[config.mk]
export PLATFORM = sky130hd
export DESIGN_NAME = modbus_response_checker_unit
export DESIGN_NICKNAME = d
export VERILOG_FILES = /design/src/design/mrc_pkg.sv /design/src/design/mrc_frame_tracker.sv /design/src/design/modbus_response_checker_unit.sv
export SDC_FILE = /design/constraint.sdc
export NUM_CORES = 1
export LEC_CHECK = 0
export ABC_CLOCK_PERIOD_IN_PS = 2910
export BUFFER_PORTS_ARGS = -buffer_cell sky130_fd_sc_hd__buf_2
export CORE_ASPECT_RATIO = 1.25
export CORE_MARGIN = 10
export CORE_UTILIZATION = 53
export CTS_CLUSTER_DIAMETER = 80
export DETAILED_ROUTE_END_ITERATION = 8
export HOLD_SLACK_MARGIN = 0.1
export PLACE_DENSITY = 0.78
export SYNTH_ARGS = -nofsm -noshare
export SYNTH_HDL_FRONTEND = slang
export SYNTH_SLANG_ARGS = --single-unit
[constraint.sdc]
create_clock -name i_clk -period 2.91 [get_ports i_clk]
set_input_delay 0.582 -clock i_clk [delete_from_list [all_inputs] [get_ports i_clk]]
set_output_delay 0.582 -clock i_clk [all_outputs]
set_load 0.02 [all_outputs]
[src/design/mrc_pkg.sv]
// ----------------------------------------------------------------------------
// mrc_pkg
// Shared types, constants and the CRC-16/MODBUS byte update for the Modbus
// RTU response checker.
// ----------------------------------------------------------------------------
package mrc_pkg;

    // CRC-16/MODBUS: reflected polynomial, all-ones start value.
    localparam logic [15:0] CRC_INIT = 16'hFFFF;
    localparam logic [15:0] CRC_POLY = 16'hA001;

    // Expected header bytes of a read reply.
    localparam logic [7:0] HDR_SLAVE       = 8'h01;
    localparam logic [7:0] HDR_FUNC        = 8'h03;
    localparam logic [7:0] HDR_COUNT_KIND0 = 8'h02;
    localparam logic [7:0] HDR_COUNT_KIND1 = 8'h04;

    // Byte positions within a frame.
    localparam logic [3:0] IDX_SLAVE   = 4'd0;
    localparam logic [3:0] IDX_FUNC    = 4'd1;
    localparam logic [3:0] IDX_COUNT   = 4'd2;
    localparam logic [3:0] IDX_DATA0   = 4'd3;
    localparam logic [3:0] IDX_DATA1   = 4'd4;
    localparam logic [3:0] IDX_DATA2   = 4'd5;
    localparam logic [3:0] IDX_DATA3   = 4'd6;
    localparam logic [3:0] IDX_MAX     = 4'd15;

    // Payload length (header plus data) for each request kind.
    localparam logic [3:0] PAYLOAD_KIND0 = 4'd5;
    localparam logic [3:0] PAYLOAD_KIND1 = 4'd7;

    typedef enum logic [1:0] {
        STATUS_VALID  = 2'd0,
        STATUS_SHORT  = 2'd1,
        STATUS_HEADER = 2'd2,
        STATUS_CRC    = 2'd3
    } t_status;

    typedef struct packed {
        logic [7:0] data_byte;
        logic       end_of_frame;
    } t_in_item;

    typedef struct packed {
        t_status     status;
        logic [15:0] first_word;
        logic [15:0] second_word;
    } t_out_item;

    // One byte through the CRC, eight shift steps unrolled.
    function automatic logic [15:0] crc_take_byte(input logic [15:0] crc_in,
                                                  input logic [7:0]  data);
        logic [15:0] crc;
        crc = crc_in ^ {8'h00, data};
        for (int k = 0; k < 8; k++) begin
            if (crc[0]) begin
                crc = (crc >> 1) ^ CRC_POLY;
            end else begin
                crc = crc >> 1;
            end
        end
        return crc;
    endfunction

endpackage

[src/design/mrc_frame_tracker.sv]
// ----------------------------------------------------------------------------
// mrc_frame_tracker
// Per-frame state of the response checker: byte index, running CRC, header
// and CRC flags and the captured data words. Produces the result of a frame
// on the byte that ends it.
// ----------------------------------------------------------------------------
module mrc_frame_tracker (
    input  logic               i_clk,
    input  logic               i_rst_n,
    input  logic               i_take,
    input  mrc_pkg::t_in_item  i_item,
    input  logic               i_kind,
    output mrc_pkg::t_out_item o_result
);

    logic [3:0]  r_byte_index, n_byte_index;
    logic [15:0] r_running_crc, n_running_crc;
    logic        r_header_good, n_header_good;
    logic        r_crc_good, n_crc_good;
    logic [15:0] r_captured_first, n_captured_first;
    logic [15:0] r_captured_second, n_captured_second;

    logic [3:0]  payload_len;
    logic [4:0]  frame_len;
    logic [4:0]  count;
    logic [7:0]  b;
    logic [3:0]  i;

    always_comb begin
        b           = i_item.data_byte;
        i           = r_byte_index;
        payload_len = i_kind ? mrc_pkg::PAYLOAD_KIND1 : mrc_pkg::PAYLOAD_KIND0;
        frame_len   = {1'b0, payload_len} + 5'd2;
        count       = {1'b0, i} + 5'd1;

        n_header_good     = r_header_good;
        n_crc_good        = r_crc_good;
        n_running_crc     = r_running_crc;
        n_captured_first  = r_captured_first;
        n_captured_second = r_captured_second;

        if (i == mrc_pkg::IDX_SLAVE && b != mrc_pkg::HDR_SLAVE) begin
            n_header_good = 1'b0;
        end
        if (i == mrc_pkg::IDX_FUNC && b != mrc_pkg::HDR_FUNC) begin
            n_header_good = 1'b0;
        end
        if (i == mrc_pkg::IDX_COUNT &&
            b != (i_kind ? mrc_pkg::HDR_COUNT_KIND1 : mrc_pkg::HDR_COUNT_KIND0)) begin
            n_header_good = 1'b0;
        end

        if (i == mrc_pkg::IDX_DATA0) begin
            n_captured_first[15:8] = b;
        end
        if (i == mrc_pkg::IDX_DATA1) begin
            n_captured_first[7:0] = b;
        end
        if (i_kind && i == mrc_pkg::IDX_DATA2) begin
            n_captured_second[15:8] = b;
        end
        if (i_kind && i == mrc_pkg::IDX_DATA3) begin
            n_captured_second[7:0] = b;
        end

        // The CRC runs over the payload, then its low and high bytes are compared.
        if (i < payload_len) begin
            n_running_crc = mrc_pkg::crc_take_byte(r_running_crc, b);
        end else if (i == payload_len) begin
            if (b != r_running_crc[7:0]) begin
                n_crc_good = 1'b0;
            end
        end else if ({1'b0, i} == {1'b0, payload_len} + 5'd1) begin
            if (b != r_running_crc[15:8]) begin
                n_crc_good = 1'b0;
            end
        end

        n_byte_index = (i == mrc_pkg::IDX_MAX) ? i : count[3:0];

        if (count < frame_len) begin
            o_result.status = mrc_pkg::STATUS_SHORT;
        end else if (!n_header_good) begin
            o_result.status = mrc_pkg::STATUS_HEADER;
        end else if (!n_crc_good) begin
            o_result.status = mrc_pkg::STATUS_CRC;
        end else begin
            o_result.status = mrc_pkg::STATUS_VALID;
        end

        if (o_result.status == mrc_pkg::STATUS_VALID) begin
            o_result.first_word  = n_captured_first;
            o_result.second_word = i_kind ? n_captured_second : 16'h0000;
        end else begin
            o_result.first_word  = 16'h0000;
            o_result.second_word = 16'h0000;
        end
    end

    always_ff @(posedge i_clk) begin
        if (!i_rst_n) begin
            r_byte_index      <= '0;
            r_running_crc     <= mrc_pkg::CRC_INIT;
            r_header_good     <= 1'b1;
            r_crc_good        <= 1'b1;
            r_captured_first  <= '0;
            r_captured_second <= '0;
        end else if (i_take) begin
            if (i_item.end_of_frame) begin
                r_byte_index      <= '0;
                r_running_crc     <= mrc_pkg::CRC_INIT;
                r_header_good     <= 1'b1;
                r_crc_good        <= 1'b1;
                r_captured_first  <= '0;
                r_captured_second <= '0;
            end else begin
                r_byte_index      <= n_byte_index;
                r_running_crc     <= n_running_crc;
                r_header_good     <= n_header_good;
                r_crc_good        <= n_crc_good;
                r_captured_first  <= n_captured_first;
                r_captured_second <= n_captured_second;
            end
        end
    end

endmodule

[src/design/modbus_response_checker_unit.sv]
// ----------------------------------------------------------------------------
// modbus_response_checker_unit
// Checks Modbus RTU read replies byte by byte and reports status and data.
// ----------------------------------------------------------------------------
// The block takes one response byte per input transaction, with end_of_frame
// set on the last byte, and returns one result transaction per frame: a
// status (valid, short frame, header mismatch or CRC mismatch, in that order
// of precedence with short first) and the two big-endian data words, which
// read as zero unless the frame is valid. The request kind register selects
// a 7-byte reply with one data word (kind 0) or a 9-byte reply with two
// (kind 1); write it only while no frame is in progress. A byte is accepted
// every clock cycle unless stalled: it is registered, then one pass of logic
// (the unrolled byte-wide CRC-16/MODBUS update and the header and CRC
// compares) updates the frame state and, on the last byte, loads the result
// register. The only stall is a frame's last byte meeting a result that has
// not yet been taken; ordinary bytes never wait on the output side. The last
// byte passes the input register, then the result register. Bytes past the
// CRC are ignored, and a new frame starts after every byte flagged as last.
// ----------------------------------------------------------------------------
module modbus_response_checker_unit (
    input  logic               i_clk,
    input  logic               i_rst_n,
    // Byte input channel.
    input  logic               i_in_valid,
    output logic               o_in_ready,
    input  mrc_pkg::t_in_item  i_in_data,
    // Result channel.
    output logic               o_out_valid,
    input  logic               i_out_ready,
    output mrc_pkg::t_out_item o_out_data,
    // Request kind register write channel.
    input  logic               i_cfg_valid,
    output logic               o_cfg_ready,
    input  logic               i_cfg_data
);

    // Input register: holds one accepted byte until the frame logic takes it.
    logic               r_in_valid;
    mrc_pkg::t_in_item  r_in_item;

    // Result register.
    logic               r_out_valid;
    mrc_pkg::t_out_item r_out_item;

    logic               r_request_kind;

    logic               take;
    mrc_pkg::t_out_item result;

    // A byte that ends a frame needs a free result slot; others always pass.
    assign take        = r_in_valid &&
                         (!r_in_item.end_of_frame || !r_out_valid || i_out_ready);
    assign o_in_ready  = !r_in_valid || take;
    assign o_cfg_ready = 1'b1;
    assign o_out_valid = r_out_valid;
    assign o_out_data  = r_out_item;

    always_ff @(posedge i_clk) begin
        if (!i_rst_n) begin
            r_request_kind <= 1'b0;
        end else if (i_cfg_valid) begin
            r_request_kind <= i_cfg_data;
        end
    end

    always_ff @(posedge i_clk) begin
        if (!i_rst_n) begin
            r_in_valid <= 1'b0;
        end else if (o_in_ready) begin
            r_in_valid <= i_in_valid;
        end
    end

    always_ff @(posedge i_clk) begin
        if (o_in_ready && i_in_valid) begin
            r_in_item <= i_in_data;
        end
    end

    mrc_frame_tracker u_tracker (
        .i_clk    (i_clk),
        .i_rst_n  (i_rst_n),
        .i_take   (take),
        .i_item   (r_in_item),
        .i_kind   (r_request_kind),
        .o_result (result)
    );

    always_ff @(posedge i_clk) begin
        if (!i_rst_n) begin
            r_out_valid <= 1'b0;
        end else if (take && r_in_item.end_of_frame) begin
            r_out_valid <= 1'b1;
        end else if (i_out_ready) begin
            r_out_valid <= 1'b0;
        end
    end

    always_ff @(posedge i_clk) begin
        if (take && r_in_item.end_of_frame) begin
            r_out_item <= result;
        end
    end

    // The input side only holds off while a byte is waiting in the register.
    a_ready_only_when_full: assert property (@(posedge i_clk) disable iff (!i_rst_n)
        !o_in_ready |-> r_in_valid)
        else $error("input ready dropped with an empty input register");

    // A frame end taken by the frame logic always produces a result.
    a_frame_end_gives_result: assert property (@(posedge i_clk) disable iff (!i_rst_n)
        take && r_in_item.end_of_frame |=> o_out_valid)
        else $error("frame end did not produce a result");

    // Words read as zero on any result that is not valid.
    a_invalid_words_zero: assert property (@(posedge i_clk) disable iff (!i_rst_n)
        o_out_valid && o_out_data.status != mrc_pkg::STATUS_VALID |->
            o_out_data.first_word == 16'h0000 && o_out_data.second_word == 16'h0000)
        else $error("nonzero data words on a failed frame");

endmodule

==> impl_metrics.prom, run 1 <==
# TYPE chip_impl_metric gauge
chip_impl_metric{name="grt.overflow.total",unit=""} 0
chip_impl_metric{name="ant_nets",unit=""} 0
chip_impl_metric{name="timing.slew.headroom",unit=""} 0.2448
chip_impl_metric{name="number_of_placed_i_o_pins",unit=""} 52
chip_impl_metric{name="peak_freq",unit="MHz"} 363.3
chip_impl_metric{name="cts_sinks",unit=""} 100
chip_impl_metric{name="cts_buffer_count",unit=""} 9
chip_impl_metric{name="worstMarginPinSlew",unit="ns"} 1.131
chip_impl_metric{name="power-per-cell-area",unit="nW/um^2"} 495.9
chip_impl_metric{name="cp.required",unit="ns"} 3.11
chip_impl_metric{name="grt_start_max_net_pins",unit=""} 42
chip_impl_metric{name="synth_cells",unit=""} 436
chip_impl_metric{name="row_count",unit=""} 38
chip_impl_metric{name="cp_max_fo",unit=""} 16
chip_impl_metric{name="totalWireLength",unit="um"} 10840
chip_impl_info{name="critical_path.reg2reg.startpoint",value="r_in_item[4]$_DFFE_PP_"} 1
chip_impl_metric{name="finalWorstPathRequiredPeriod",unit="ns"} 2.753
chip_impl_metric{name="drive_above_1_share",unit=""} 0.2177
chip_impl_metric{name="ys_types",unit=""} 50
chip_impl_metric{name="count_of_flip_flops_with_a_built_in_enable_after_synthesis",unit=""} 43
chip_impl_info{name="crit_family",value="simple AND/OR/NAND/NOR gates"} 1
chip_impl_metric{name="worst_clock_skew",unit="ns"} 0.01737
chip_impl_metric{name="die_height",unit="um"} 126.0
chip_impl_metric{name="gp_routability_congestion",unit=""} 0.8767
chip_impl_metric{name="drtIter0Drc",unit=""} 236
chip_impl_info{name="synth.cells.most_frequent",value="dfxtp_1 (57), nor2b_1 (47), edfxtp_1 (43)"} 1
chip_impl_metric{name="setup_tns",unit="ns"} 0
chip_impl_metric{name="power",unit="W"} 0.002666
chip_impl_metric{name="synth_fp_nets",unit=""} 464
chip_impl_info{name="root_buffer",value="clkbuf_8"} 1
chip_impl_metric{name="clk_transition_reported_paths",unit="ns"} 0.10
chip_impl_info{name="cts_tree",value="built"} 1
chip_impl_metric{name="core",unit="sq um"} 8748
chip_impl_metric{name="synthToLayoutAreaGrowth",unit="%"} 12.84
chip_impl_metric{name="cts.path.max_buffers",unit=""} 2
chip_impl_metric{name="filler_cell_count",unit=""} 746
chip_impl_info{name="crit_startpoint",value="r_in_item[4]$_DFFE_PP_"} 1
chip_impl_metric{name="power.ir.vdd_worst",unit="V"} 0.0003775
chip_impl_metric{name="seqCellArea",unit="sq um"} 2432
chip_impl_info{name="run_status",value="finished clean"} 1
chip_impl_info{name="path_type_of_the_worst_setup_path",value="reg -> reg"} 1
chip_impl_metric{name="multiInputGateArea",unit="sq um"} 2147
chip_impl_metric{name="drt_drc_violations_left",unit=""} 0
chip_impl_info{name="endpoint_kind",value="flip-flop"} 1
chip_impl_metric{name="synth_area",unit="sq um"} 4765
chip_impl_metric{name="grt_pass1_vias",unit=""} 3463
chip_impl_metric{name="cts.repair_timing.setup_buffer_count",unit=""} 0
chip_impl_info{name="synth.most_common_cell",value="dfxtp_1"} 1
chip_impl_metric{name="final.period_utilization",unit=""} 0.9460
chip_impl_info{name="postSynth.topFlopCell",value="dfxtp_1"} 1
chip_impl_info{name="synth_top_area_cell",value="edfxtp_1"} 1
chip_impl_metric{name="static-leakage-power",unit="nW"} 2.066
chip_impl_metric{name="floorplan.initialDensity",unit=""} 0.5446
chip_impl_metric{name="htreeDepth",unit=""} 3
chip_impl_metric{name="antenna_cells",unit=""} 0
chip_impl_metric{name="hold_violations",unit=""} 0
chip_impl_metric{name="grt_pass1_wl",unit="um"} 17480
chip_impl_metric{name="routed_wire_length_per_instance",unit="um"} 17.60
chip_impl_metric{name="synth-warning-count",unit=""} 0
chip_impl_metric{name="critPathArrivalTime",unit="ns"} 2.96
chip_impl_metric{name="clock_insertion_delay_worst_skew",unit="ns"} 0.36
chip_impl_metric{name="report.final.setup_viol",unit=""} 0
chip_impl_metric{name="number_of_synthesized_register_bits",unit=""} 100
chip_impl_metric{name="cap_violations",unit=""} 0
chip_impl_metric{name="crit_buf_inv",unit=""} 1
chip_impl_info{name="rsz_0062_raised_after_global_routing",value="false"} 1
chip_impl_metric{name="yosysTopAreaCellShare",unit=""} 0.2710
chip_impl_metric{name="synth.avg_cell_area",unit="sq um"} 10.93
chip_impl_metric{name="cp_slowest_stage_delay",unit="ns"} 0.67
chip_impl_metric{name="io_buffers",unit=""} 50
chip_impl_metric{name="die_width",unit="um"} 104.8
chip_impl_info{name="synth_area_leaders",value="edfxtp_1 (27%), dfxtp_1 (24%), mux2i_1 (6.9%)"} 1
chip_impl_metric{name="async_reset_ff_frac",unit=""} 0
chip_impl_metric{name="dpl.hpwl",unit="um"} 7623
chip_impl_metric{name="ys_seq_area_frac",unit=""} 0.5105
chip_impl_info{name="hold_path.startpoint",value="i_in_data[5]"} 1
chip_impl_metric{name="holdBufCountCts",unit=""} 0
chip_impl_metric{name="finalNetCount",unit=""} 519
chip_impl_info{name="worstPathCellList",value="buf_4 > xor2_1 > nor4_1 > a2111oi_0 > o21a_1 > or4_4 > nor3_1"} 1
chip_impl_info{name="classification_of_the_worst_slack_hold_path",value="in -> reg"} 1
chip_impl_metric{name="drv_slew",unit=""} 0
chip_impl_metric{name="die-area",unit="sq um"} 13210
chip_impl_info{name="slowest_stage",value="or4_4"} 1
chip_impl_metric{name="route.detailed.vias_per_inst",unit=""} 5.571
chip_impl_info{name="crit_path_start_kind",value="flip-flop"} 1
chip_impl_metric{name="postCtsResizedCells",unit=""} 0
chip_impl_metric{name="grt_antenna_before_repair",unit=""} 0
chip_impl_metric{name="final_core_util",unit=""} 0.6146
chip_impl_metric{name="detailroute.via_count",unit=""} 3432
chip_impl_metric{name="track_usage",unit=""} 0.1595
chip_impl_metric{name="drt-pass1-iter-count",unit=""} 5
[kinds of logic (layout without fill, tap and decap cells)]
| logic type | count (synthesis) | in the layout | share of synthesized area |
|---|---|---|---|
| xor+xnor | 28 | 28 | 0.05751 |
| fa+ha+maj | 13 | 13 | 0.03571 |
| flops | 100 | 100 | 0.5105 |
| other cells | 1 | 1 | 0.0007871 |
| compound gates | 68 | 68 | 0.1008 |
| buf+inv | 41 | 100 | 0.04228 |
| mux | 33 | 33 | 0.06933 |
| simple gates | 152 | 153 | 0.1830 |
[final timing paths]
| path | slack [ns] | endpoint | depth (start not counted) |
|---|---|---|---|
| setup / recovery | 0.16 | o_out_data[1]$_SDFFCE_PN0P_ | 7 |
| hold / removal | 0.39 | r_in_item[5]$_DFFE_PP_ | 1 |
| setup reg to reg | 0.16 | o_out_data[1]$_SDFFCE_PN0P_ | 7 |
| hold reg to reg | 0.49 | u_tracker.r_running_crc[1]$_SDFFE_PN1P_ | 2 |
[sequential cells by signal, summed over array words and instances, names as in the netlist]
| name | count |
|---|---|
| r_request_kind | 1 |
| u_tracker.r_crc_good | 1 |
| u_tracker.i | 4 |
| o_out_valid | 1 |
| u_tracker.r_header_good | 1 |
| u_tracker.r_captured_first | 16 |
| r_in_item | 9 |
| r_in_valid | 1 |
| u_tracker.r_running_crc | 16 |
| o_out_data | 34 |
| u_tracker.r_captured_second | 16 |
[report_power, final]
group / internal [W] / switching (W) / total [W]
sequential: 0.00150 / 0.0000336 / 0.00153
clock: 0.000308 / 0.000464 / 0.000772
combinational: 0.000161 / 0.000200 / 0.000361
[placed cells by master (no fill, tap or decap), types with 6 or more instances in the layout]
cell	netlist	routed
nor2b_1	47	47
nor3_2	14	14
edfxtp_1	43	43
a22oi_1	34	34
nor2_1	25	25
clkbuf_8	0	9
inv_1	8	8
buf_2	2	50
ha_1	12	12
nand3_1	21	21
xnor2_1	15	15
xor2_1	11	11
nand2_1	24	24
dfxtp_1	57	57
a21oi_1	9	9
mux2i_1	33	33
o211ai_1	6	6
buf_4	1	24
[final cells by class]
cell class | instances | share of cell area
Tap cell | 120 | 0.02793
Timing Repair Buffer | 75 | 0.08378
Sequential cell | 100 | 0.4524
Clock buffer | 11 | 0.02444
Inverter | 9 | 0.006283
Clock inverter | 5 | 0.005818
Multi-Input combinational cell | 296 | 0.3993
[layer usage]
layer  GRT usage  wire [um]  vias up
met5           0          0        -
met4     0.05178        234        0
met3     0.03878        741       19
met2      0.2775       5408      121
met1      0.1884       4460     1635
li1            -          -     1657
[metrics by stage]
step           setup WS, ns  instance area, sq um  instances  hold WS, ns
4_1_cts              0.1792                  5360        615       0.3840
3_5_place_dp         0.1934                  5197        599       0.4706
2_1_floorplan       0.04033                  4766        436       0.4427
5_1_grt             0.09072                  5376        616       0.3775
6_report             0.1572                  5376        616       0.3925
3_3_place_gp         0.3252                  5197        599       0.4681
Note: power is estimated with default switching activity, not from simulation.
==> run 2, diff against run 1 <==
--- a/config.mk
+++ b/config.mk
@@ -5,12 +5,13 @@
 export SDC_FILE = /design/constraint.sdc
 export NUM_CORES = 1
 export LEC_CHECK = 0
+export ABC_AREA = 1
 export ABC_CLOCK_PERIOD_IN_PS = 2910
-export BUFFER_PORTS_ARGS = -buffer_cell sky130_fd_sc_hd__buf_2
+export BUFFER_PORTS_ARGS = -buffer_cell sky130_fd_sc_hd__buf_4
 export CORE_ASPECT_RATIO = 1.25
 export CORE_MARGIN = 10
 export CORE_UTILIZATION = 53
-export CTS_CLUSTER_DIAMETER = 80
+export CTS_CLUSTER_DIAMETER = 40
 export DETAILED_ROUTE_END_ITERATION = 8
 export HOLD_SLACK_MARGIN = 0.1
 export PLACE_DENSITY = 0.78
==> run 2 against run 1 <==
Against the previous run: non-clock buffer count is 15 lower; global-route usage is 1.1 points higher; hold slack better by 0.012 ns; synthesized cell count is 33% higher; first-iteration DRC count is 28% higher; sequential share of layout area is 2.1 points lower; clock power is 52% higher; combinational power is 6.9% lower; flip-flop and latch count stayed put; critical endpoint unchanged; utilization is 0.66 points higher; worst setup slack better by 0.14 ns.
==> impl_metrics.prom, run 2 <==
# TYPE chip_impl_metric gauge
chip_impl_metric{name="int_pwr",unit="W"} 0.002255
chip_impl_metric{name="worstMarginPinSlew",unit="ns"} 0.5817
chip_impl_metric{name="number_of_synthesized_register_bits",unit=""} 100
chip_impl_metric{name="cp_max_fo",unit=""} 32
chip_impl_metric{name="worst_clock_skew",unit="ns"} 0.01164
chip_impl_metric{name="p_seq_frac",unit=""} 0.507
chip_impl_metric{name="track_usage",unit=""} 0.1703
chip_impl_metric{name="postCtsResizedCells",unit=""} 0
chip_impl_metric{name="dr_wl_met3",unit="um"} 679
chip_impl_info{name="synth.cells.most_frequent",value="nand2_1 (129), inv_1 (77), dfxtp_1 (57)"} 1
chip_impl_info{name="critical_path.reg2reg.startpoint",value="r_request_kind$_SDFFE_PN0P_"} 1
chip_impl_metric{name="synth.avg_cell_area",unit="sq um"} 8.451
chip_impl_metric{name="antenna_cells",unit=""} 0
chip_impl_metric{name="ys_types",unit=""} 35
chip_impl_metric{name="io_buffers",unit=""} 50
chip_impl_metric{name="clock_insertion_delay_worst_skew",unit="ns"} 0.35
chip_impl_metric{name="finalNetCount",unit=""} 651
chip_impl_metric{name="placed_cells_incl_taps",unit=""} 735
chip_impl_metric{name="dr_wl_met2",unit="um"} 5841
chip_impl_metric{name="cp.required",unit="ns"} 3.06
chip_impl_metric{name="gp_routability_congestion",unit=""} 0.9051
chip_impl_metric{name="largest_register_ff_count",unit=""} 34
chip_impl_metric{name="power-per-cell-area",unit="nW/um^2"} 539.8
chip_impl_info{name="worst_hold_path.endpoint",value="r_in_item[8]$_DFFE_PP_"} 1
chip_impl_metric{name="synth_fp_nets",unit=""} 606
chip_impl_info{name="final_common_cell",value="nand2_1"} 1
chip_impl_info{name="classification_of_the_worst_slack_hold_path",value="in -> reg"} 1
chip_impl_metric{name="core",unit="sq um"} 9076
chip_impl_metric{name="ys_seq_area_frac",unit=""} 0.4980
chip_impl_info{name="layout.cells.most_common_list",value="nand2_1 (129), inv_1 (77), buf_4 (60), dfxtp_1 (57), nor2_1 (53)"} 1
chip_impl_metric{name="die_width",unit="um"} 105.9
chip_impl_metric{name="timing.slew.headroom",unit=""} 0.6111
chip_impl_info{name="endpoint_kind",value="flip-flop"} 1
chip_impl_metric{name="netSwitchingPower",unit="W"} 0.0007885
chip_impl_metric{name="timing.hold.worst_path_depth",unit=""} 1
chip_impl_info{name="slowest_stage",value="nand4_4"} 1
chip_impl_metric{name="report.final.setup_viol",unit=""} 0
chip_impl_metric{name="finalWorstPathRequiredPeriod",unit="ns"} 2.613
chip_impl_metric{name="wire_length_on_met1",unit="um"} 4682
chip_impl_metric{name="final_core_util",unit=""} 0.6212
chip_impl_metric{name="synth-warning-count",unit=""} 0
chip_impl_info{name="run_status",value="finished clean"} 1
chip_impl_metric{name="setup_tns",unit="ns"} 0
chip_impl_metric{name="dpl.hpwl",unit="um"} 8183
chip_impl_metric{name="totalWireLength",unit="um"} 11620
chip_impl_metric{name="die_height",unit="um"} 127.3
chip_impl_metric{name="cts.path.max_buffers",unit=""} 2
chip_impl_metric{name="filler_cell_count",unit=""} 778
chip_impl_metric{name="drive_above_1_share",unit=""} 0.1561
chip_impl_info{name="crit_startpoint",value="r_request_kind$_SDFFE_PN0P_"} 1
chip_impl_metric{name="regToRegSetupSlack",unit="ns"} 0.30
chip_impl_info{name="crit_top_cell",value="a21oi_1"} 1
chip_impl_metric{name="cts_sinks",unit=""} 100
chip_impl_info{name="postSynth.topFlopCell",value="dfxtp_1"} 1
chip_impl_metric{name="route.detailed.vias_per_inst",unit=""} 5.345
chip_impl_info{name="cts_tree",value="built"} 1
chip_impl_info{name="crit_family",value="simple AND/OR/NAND/NOR gates"} 1
chip_impl_metric{name="power.ir.vdd_worst",unit="V"} 0.0002729
chip_impl_metric{name="dp_worst_setup_slack",unit="ns"} 0.3293
chip_impl_metric{name="pwr-share-comb",unit=""} 0.111
chip_impl_metric{name="row_count",unit=""} 39
chip_impl_metric{name="routed_wire_length_per_instance",unit="um"} 15.48
chip_impl_info{name="root_buffer",value="clkbuf_16"} 1
chip_impl_metric{name="timing.reg2reg.worst_path_depth",unit=""} 7
chip_impl_metric{name="grt.overflow.total",unit=""} 0
chip_impl_info{name="reg2reg_to",value="o_out_data[1]$_SDFFCE_PN0P_"} 1
chip_impl_metric{name="ant_nets",unit=""} 0
chip_impl_info{name="path_type_of_the_worst_setup_path",value="reg -> reg"} 1
chip_impl_metric{name="holdBufCountCts",unit=""} 0
chip_impl_metric{name="hold_violations",unit=""} 0
chip_impl_metric{name="synth_area",unit="sq um"} 4885
chip_impl_metric{name="die-area",unit="sq um"} 13480
chip_impl_metric{name="grt_pass1_vias",unit=""} 3872
chip_impl_metric{name="static-leakage-power",unit="nW"} 2.314
chip_impl_metric{name="critPathArrivalTime",unit="ns"} 2.77
chip_impl_metric{name="cp_slowest_stage_delay",unit="ns"} 0.44
chip_impl_info{name="hold_path.startpoint",value="i_in_data[8]"} 1
chip_impl_metric{name="clkPwrFrac",unit=""} 0.383
chip_impl_info{name="rsz_0062_raised_after_global_routing",value="false"} 1
chip_impl_metric{name="clk_transition_reported_paths",unit="ns"} 0.07
chip_impl_metric{name="layout_setup_ws",unit="ns"} 0.2969
chip_impl_info{name="topRoutingLayerUsed",value="met4"} 1
chip_impl_metric{name="synth_cells",unit=""} 578
chip_impl_metric{name="number_of_placed_i_o_pins",unit=""} 52
chip_impl_metric{name="detailroute.via_count",unit=""} 4014
chip_impl_info{name="crit_path_start_kind",value="flip-flop"} 1
chip_impl_metric{name="drtIter0Drc",unit=""} 301
chip_impl_metric{name="peak_freq",unit="MHz"} 382.7
chip_impl_metric{name="drt-pass1-iter-count",unit=""} 5
chip_impl_info{name="synth_top_area_cell",value="edfxtp_1"} 1
chip_impl_metric{name="stdcell_count",unit=""} 751
chip_impl_metric{name="grt_start_max_net_pins",unit=""} 37
chip_impl_info{name="worstPathCellList",value="inv_1 > fa_1 > a21oi_1 > a21oi_1 > nand2_1 > nand4_4 > nor3_1"} 1
chip_impl_metric{name="synthToLayoutAreaGrowth",unit="%"} 15.42
chip_impl_metric{name="count_of_flip_flops_with_a_built_in_enable_after_synthesis",unit=""} 43
chip_impl_metric{name="grt_pass1_wl",unit="um"} 18710
chip_impl_metric{name="floorplan.initialDensity",unit=""} 0.5382
chip_impl_metric{name="cap_violations",unit=""} 0
chip_impl_metric{name="async_reset_ff_frac",unit=""} 0
chip_impl_metric{name="final.period_utilization",unit=""} 0.8980
chip_impl_metric{name="cts_buffer_count",unit=""} 9
chip_impl_metric{name="p_sw_frac",unit=""} 0.2591
chip_impl_metric{name="htreeDepth",unit=""} 3
chip_impl_metric{name="grt_antenna_before_repair",unit=""} 0
chip_impl_info{name="synth.most_common_cell",value="nand2_1"} 1
chip_impl_metric{name="yosysTopAreaCellShare",unit=""} 0.2643
chip_impl_metric{name="drv_slew",unit=""} 0
chip_impl_info{name="synth_area_leaders",value="edfxtp_1 (26%), dfxtp_1 (23%), nand2_1 (9.9%)"} 1
chip_impl_metric{name="cts.repair_timing.setup_buffer_count",unit=""} 0
chip_impl_metric{name="drt_drc_violations_left",unit=""} 0
chip_impl_metric{name="crit_buf_inv",unit=""} 1
-- run 2: changes by cell type in the layout (fill, tap and decap cells not counted), sizes merged, moves of 9 or more --
cell	previous run	this run
a21oi	9	24
a22oi	34	0
buf	75	60
inv	8	81
mux2i	33	0
nand2	24	129
nand4	0	9
nor2	25	55
nor2b	47	0
o21ai	6	43
o22ai	3	16
xnor2	15	4
-- run 2: worst max path at each step --
stage,cells past startpoint,endpoint
2_1_floorplan,13,o_out_data[10]$_SDFFCE_PN0P_
3_3_place_gp,9,o_out_data[17]$_SDFFCE_PP0P_
3_5_place_dp,7,o_out_data[1]$_SDFFCE_PN0P_
4_1_cts,7,o_out_data[1]$_SDFFCE_PN0P_
5_1_grt,7,o_out_data[1]$_SDFFCE_PN0P_
6_report,7,o_out_data[1]$_SDFFCE_PN0P_
-- run 2: logic make-up after synthesis --
| kind of cell | after synthesis | synth area share |
|---|---|---|
| simple gates | 244 | 0.2339 |
| flops | 100 | 0.4980 |
| fa+ha+maj | 13 | 0.03484 |
| compound gates | 104 | 0.1245 |
| buf+inv | 106 | 0.09017 |
| xor+xnor | 10 | 0.01793 |
| other cells | 1 | 0.0007677 |
-- run 2: routing by layer --
layer,vias up,track usage
met1,1858,0.1934
met5,-,0
met2,135,0.2919
li1,1992,-
met4,0,0.09098
met3,29,0.03773
-- run 2: power groups by stage --
stage,logic (W),registers (W),clock network (W)
after floorplan,0.000210,0.00158,0
after global placement,0.000322,0.00157,0
after detailed placement,0.000331,0.00157,0
after CTS,0.000333,0.00154,0.00117
after global routing,0.000371,0.00155,0.00122
final,0.000336,0.00154,0.00117
-- run 2: cell type report --
class | instances | area (sq um) | area share
Timing Repair Buffer | 60 | 450.4 | 0.07989
Multi-Input combinational cell | 372 | 2012 | 0.3569
Sequential cell | 100 | 2432 | 0.4314
Clock inverter | 4 | 31.28 | 0.005548
Tap cell | 123 | 153.9 | 0.02730
Clock buffer | 12 | 257.7 | 0.04572
Inverter | 80 | 300.3 | 0.05326
-- run 2: metrics by stage --
stage               hold WS [ns]  total power, W  area [sq um]
floorplan                 0.4372        0.001789          4885
global placement          0.4485        0.001892          5349
detailed placement        0.4581        0.001902          5349
CTS                       0.4003        0.003041          5638
global route              0.3965        0.003135          5638
finish                    0.4048        0.003043          5638
==> run 3, diff against run 2 <==
==> constraint.sdc (replaced) <==
create_clock -name i_clk -period 2.91 [get_ports i_clk]
set_input_delay 0 -clock i_clk [delete_from_list [all_inputs] [get_ports i_clk]]
set_output_delay 0 -clock i_clk [all_outputs]
set_load 0.02 [all_outputs]
==> run 3 against run 2 <==
Against the previous run: register-to-register slack barely moved; utilization rose by 1.4 points; global-route usage rose by 0.53 points; non-clock buffer count rose by 12; largest power group unchanged.
==> impl_metrics.prom, run 3 (same netlist as run 2, synthesis figures left out) <==
# TYPE chip_impl_metric gauge
chip_impl_info{name="run_status",value="finished clean"} 1
chip_impl_metric{name="crit_buf_inv",unit=""} 1
chip_impl_info{name="critical_path.reg2reg.startpoint",value="u_tracker.i[0]$_SDFFE_PN0P_"} 1
chip_impl_metric{name="grt_antenna_before_repair",unit=""} 0
chip_impl_metric{name="die_height",unit="um"} 127.3
chip_impl_metric{name="io_buffers",unit=""} 50
chip_impl_metric{name="drive_above_1_share",unit=""} 0.1531
chip_impl_metric{name="ant_nets",unit=""} 0
chip_impl_metric{name="routed_wire_length_per_instance",unit="um"} 15.57
chip_impl_metric{name="antenna_cells",unit=""} 0
chip_impl_info{name="crit_startpoint",value="u_tracker.i[0]$_SDFFE_PN0P_"} 1
chip_impl_metric{name="cp_max_fo",unit=""} 32
chip_impl_metric{name="final.period_utilization",unit=""} 0.9024
chip_impl_metric{name="timing.slew.headroom",unit=""} 0.3547
chip_impl_metric{name="static-leakage-power",unit="nW"} 2.362
chip_impl_info{name="cts_tree",value="built"} 1
chip_impl_metric{name="die-area",unit="sq um"} 13480
chip_impl_info{name="layout.cells.most_common_list",value="nand2_1 (129), inv_1 (77), buf_4 (58), dfxtp_1 (57), nor2_1 (53)"} 1
chip_impl_metric{name="cts_sinks",unit=""} 100
chip_impl_metric{name="cp_slowest_stage_delay",unit="ns"} 0.50
chip_impl_metric{name="grt.overflow.total",unit=""} 0
chip_impl_info{name="final_common_cell",value="nand2_1"} 1
chip_impl_metric{name="finalWorstPathRequiredPeriod",unit="ns"} 2.626
chip_impl_metric{name="track_usage",unit=""} 0.1756
chip_impl_metric{name="cts.repair_timing.setup_buffer_count",unit=""} 0
chip_impl_metric{name="drv_slew",unit=""} 0
chip_impl_info{name="hold_path.startpoint",value="i_in_data[8]"} 1
chip_impl_info{name="crit_path_start_kind",value="flip-flop"} 1
chip_impl_metric{name="power-per-cell-area",unit="nW/um^2"} 531.8
chip_impl_metric{name="row_count",unit=""} 39
chip_impl_metric{name="postLayoutCellArea",unit="sq um"} 5767
chip_impl_metric{name="synthToLayoutAreaGrowth",unit="%"} 18.06
chip_impl_metric{name="postCtsResizedCells",unit=""} 0
chip_impl_metric{name="gp_routability_congestion",unit=""} 0.9272
chip_impl_info{name="path_type_of_the_worst_setup_path",value="reg -> reg"} 1
chip_impl_metric{name="dpl_cell_area",unit="sq um"} 5334
chip_impl_metric{name="route.detailed.vias_per_inst",unit=""} 5.384
chip_impl_metric{name="setup_tns",unit="ns"} 0
chip_impl_info{name="crit_family",value="simple AND/OR/NAND/NOR gates"} 1
chip_impl_info{name="rsz_0062_raised_after_global_routing",value="false"} 1
chip_impl_metric{name="detailroute.via_count",unit=""} 4108
chip_impl_metric{name="holdBufCountCts",unit=""} 14
chip_impl_metric{name="clk_transition_reported_paths",unit="ns"} 0.07
chip_impl_info{name="endpoint_kind",value="flip-flop"} 1
chip_impl_info{name="slowest_stage",value="nand4_4"} 1
chip_impl_metric{name="htreeDepth",unit=""} 3
chip_impl_metric{name="cts.path.max_buffers",unit=""} 2
chip_impl_info{name="root_buffer",value="clkbuf_16"} 1
chip_impl_metric{name="critPathArrivalTime",unit="ns"} 2.79
chip_impl_metric{name="hold_violations",unit=""} 0
chip_impl_metric{name="grt_start_max_net_pins",unit=""} 39
chip_impl_metric{name="core",unit="sq um"} 9076
chip_impl_metric{name="clock_insertion_delay_worst_skew",unit="ns"} 0.35
chip_impl_metric{name="cap_violations",unit=""} 0
chip_impl_metric{name="largest_register_ff_count",unit=""} 34
chip_impl_metric{name="floorplan.initialDensity",unit=""} 0.5382
chip_impl_metric{name="worstMarginPinSlew",unit="ns"} 0.9669
chip_impl_metric{name="totalWireLength",unit="um"} 11880
chip_impl_metric{name="power.ir.vdd_worst",unit="V"} 0.0003208
chip_impl_metric{name="grt_pass1_wl",unit="um"} 19220
chip_impl_info{name="worstPathCellList",value="inv_1 > ha_1 > ha_1 > o21ai_0 > nand2_1 > a21oi_1 > nand2_1 > nand4_4 > nor3_1"} 1
chip_impl_metric{name="finalNetCount",unit=""} 663
chip_impl_metric{name="report.final.setup_viol",unit=""} 0
chip_impl_metric{name="drtIter0Drc",unit=""} 380
chip_impl_metric{name="worst_clock_skew",unit="ns"} 0.006235
chip_impl_info{name="classification_of_the_worst_slack_hold_path",value="in -> reg"} 1
chip_impl_metric{name="drt-pass1-iter-count",unit=""} 5
chip_impl_metric{name="cp.required",unit="ns"} 3.08
chip_impl_metric{name="drt_drc_violations_left",unit=""} 0
chip_impl_metric{name="cts_buffer_count",unit=""} 9
chip_impl_metric{name="die_width",unit="um"} 105.9
chip_impl_metric{name="number_of_placed_i_o_pins",unit=""} 52
chip_impl_metric{name="grt_pass1_vias",unit=""} 3978
chip_impl_metric{name="peak_freq",unit="MHz"} 380.8
chip_impl_metric{name="dpl.hpwl",unit="um"} 8287
==> run 3: cell count changes in the layout (fill, tap and decap cells not counted), sizes merged <==
cell / change
clkinv: -2
clkbuf: -2
clkinvlp: +1
dlygate4sd3: +14
inv: +3
buf: -2
==> run 3: worst paths after layout <==
path	end	slack (ns)	cells past startpoint
max	o_out_data[0]$_SDFFCE_PN0P_	0.28	9
min	r_in_item[8]$_DFFE_PP_	0.36	2
max reg2reg	o_out_data[0]$_SDFFCE_PN0P_	0.28	9
min reg2reg	u_tracker.r_captured_second[15]$_SDFFE_PN0P_	0.46	2
==> run 3: power by group <==
group,internal [W],switching (W),leakage [nW]
registers,0.00150,0.0000391,0.855
clock network,0.000620,0.000554,0.142
logic,0.000125,0.000225,1.37
==> run 3: stage by stage <==
stage | total power (W) | hold slack [ns] | setup WS [ns] | utilization | std cells
after global routing | 0.003177 | 0.3703 | 0.03093 | 0.6354 | 763
after detailed placement | 0.001903 | 0.1799 | 0.3172 | 0.5877 | 733
after CTS | 0.003070 | 0.3600 | 0.2865 | 0.6354 | 763
final | 0.003067 | 0.3639 | 0.2839 | 0.6354 | 763
after floorplan | 0.001789 | 0.08465 | 0.2251 | - | 578
after global placement | 0.001893 | 0.1795 | 0.4079 | 0.5877 | 733
==> run 3: final cells by class <==
| type | instances | area [sq um] |
|---|---|---|
| clock inverter | 6 | 53.80 |
| multi-input combinational | 372 | 2012 |
| clock buffer | 10 | 239.0 |
| fill | 747 | 3309 |
| sequential | 100 | 2432 |
| timing repair buffer | 72 | 575.6 |
| tap | 123 | 153.9 |
| inverter | 80 | 300.3 |
==> run 3: metal layers <==
| layer | wire [um] | track usage | part of all wire |
|---|---|---|---|
| met5 | 0 | 0 | 0 |
| met4 | 404 | 0.09896 | 0.034 |
| met3 | 665 | 0.03471 | 0.056 |
| met2 | 6077 | 0.3028 | 0.51 |
| met1 | 4732 | 0.1985 | 0.40 |
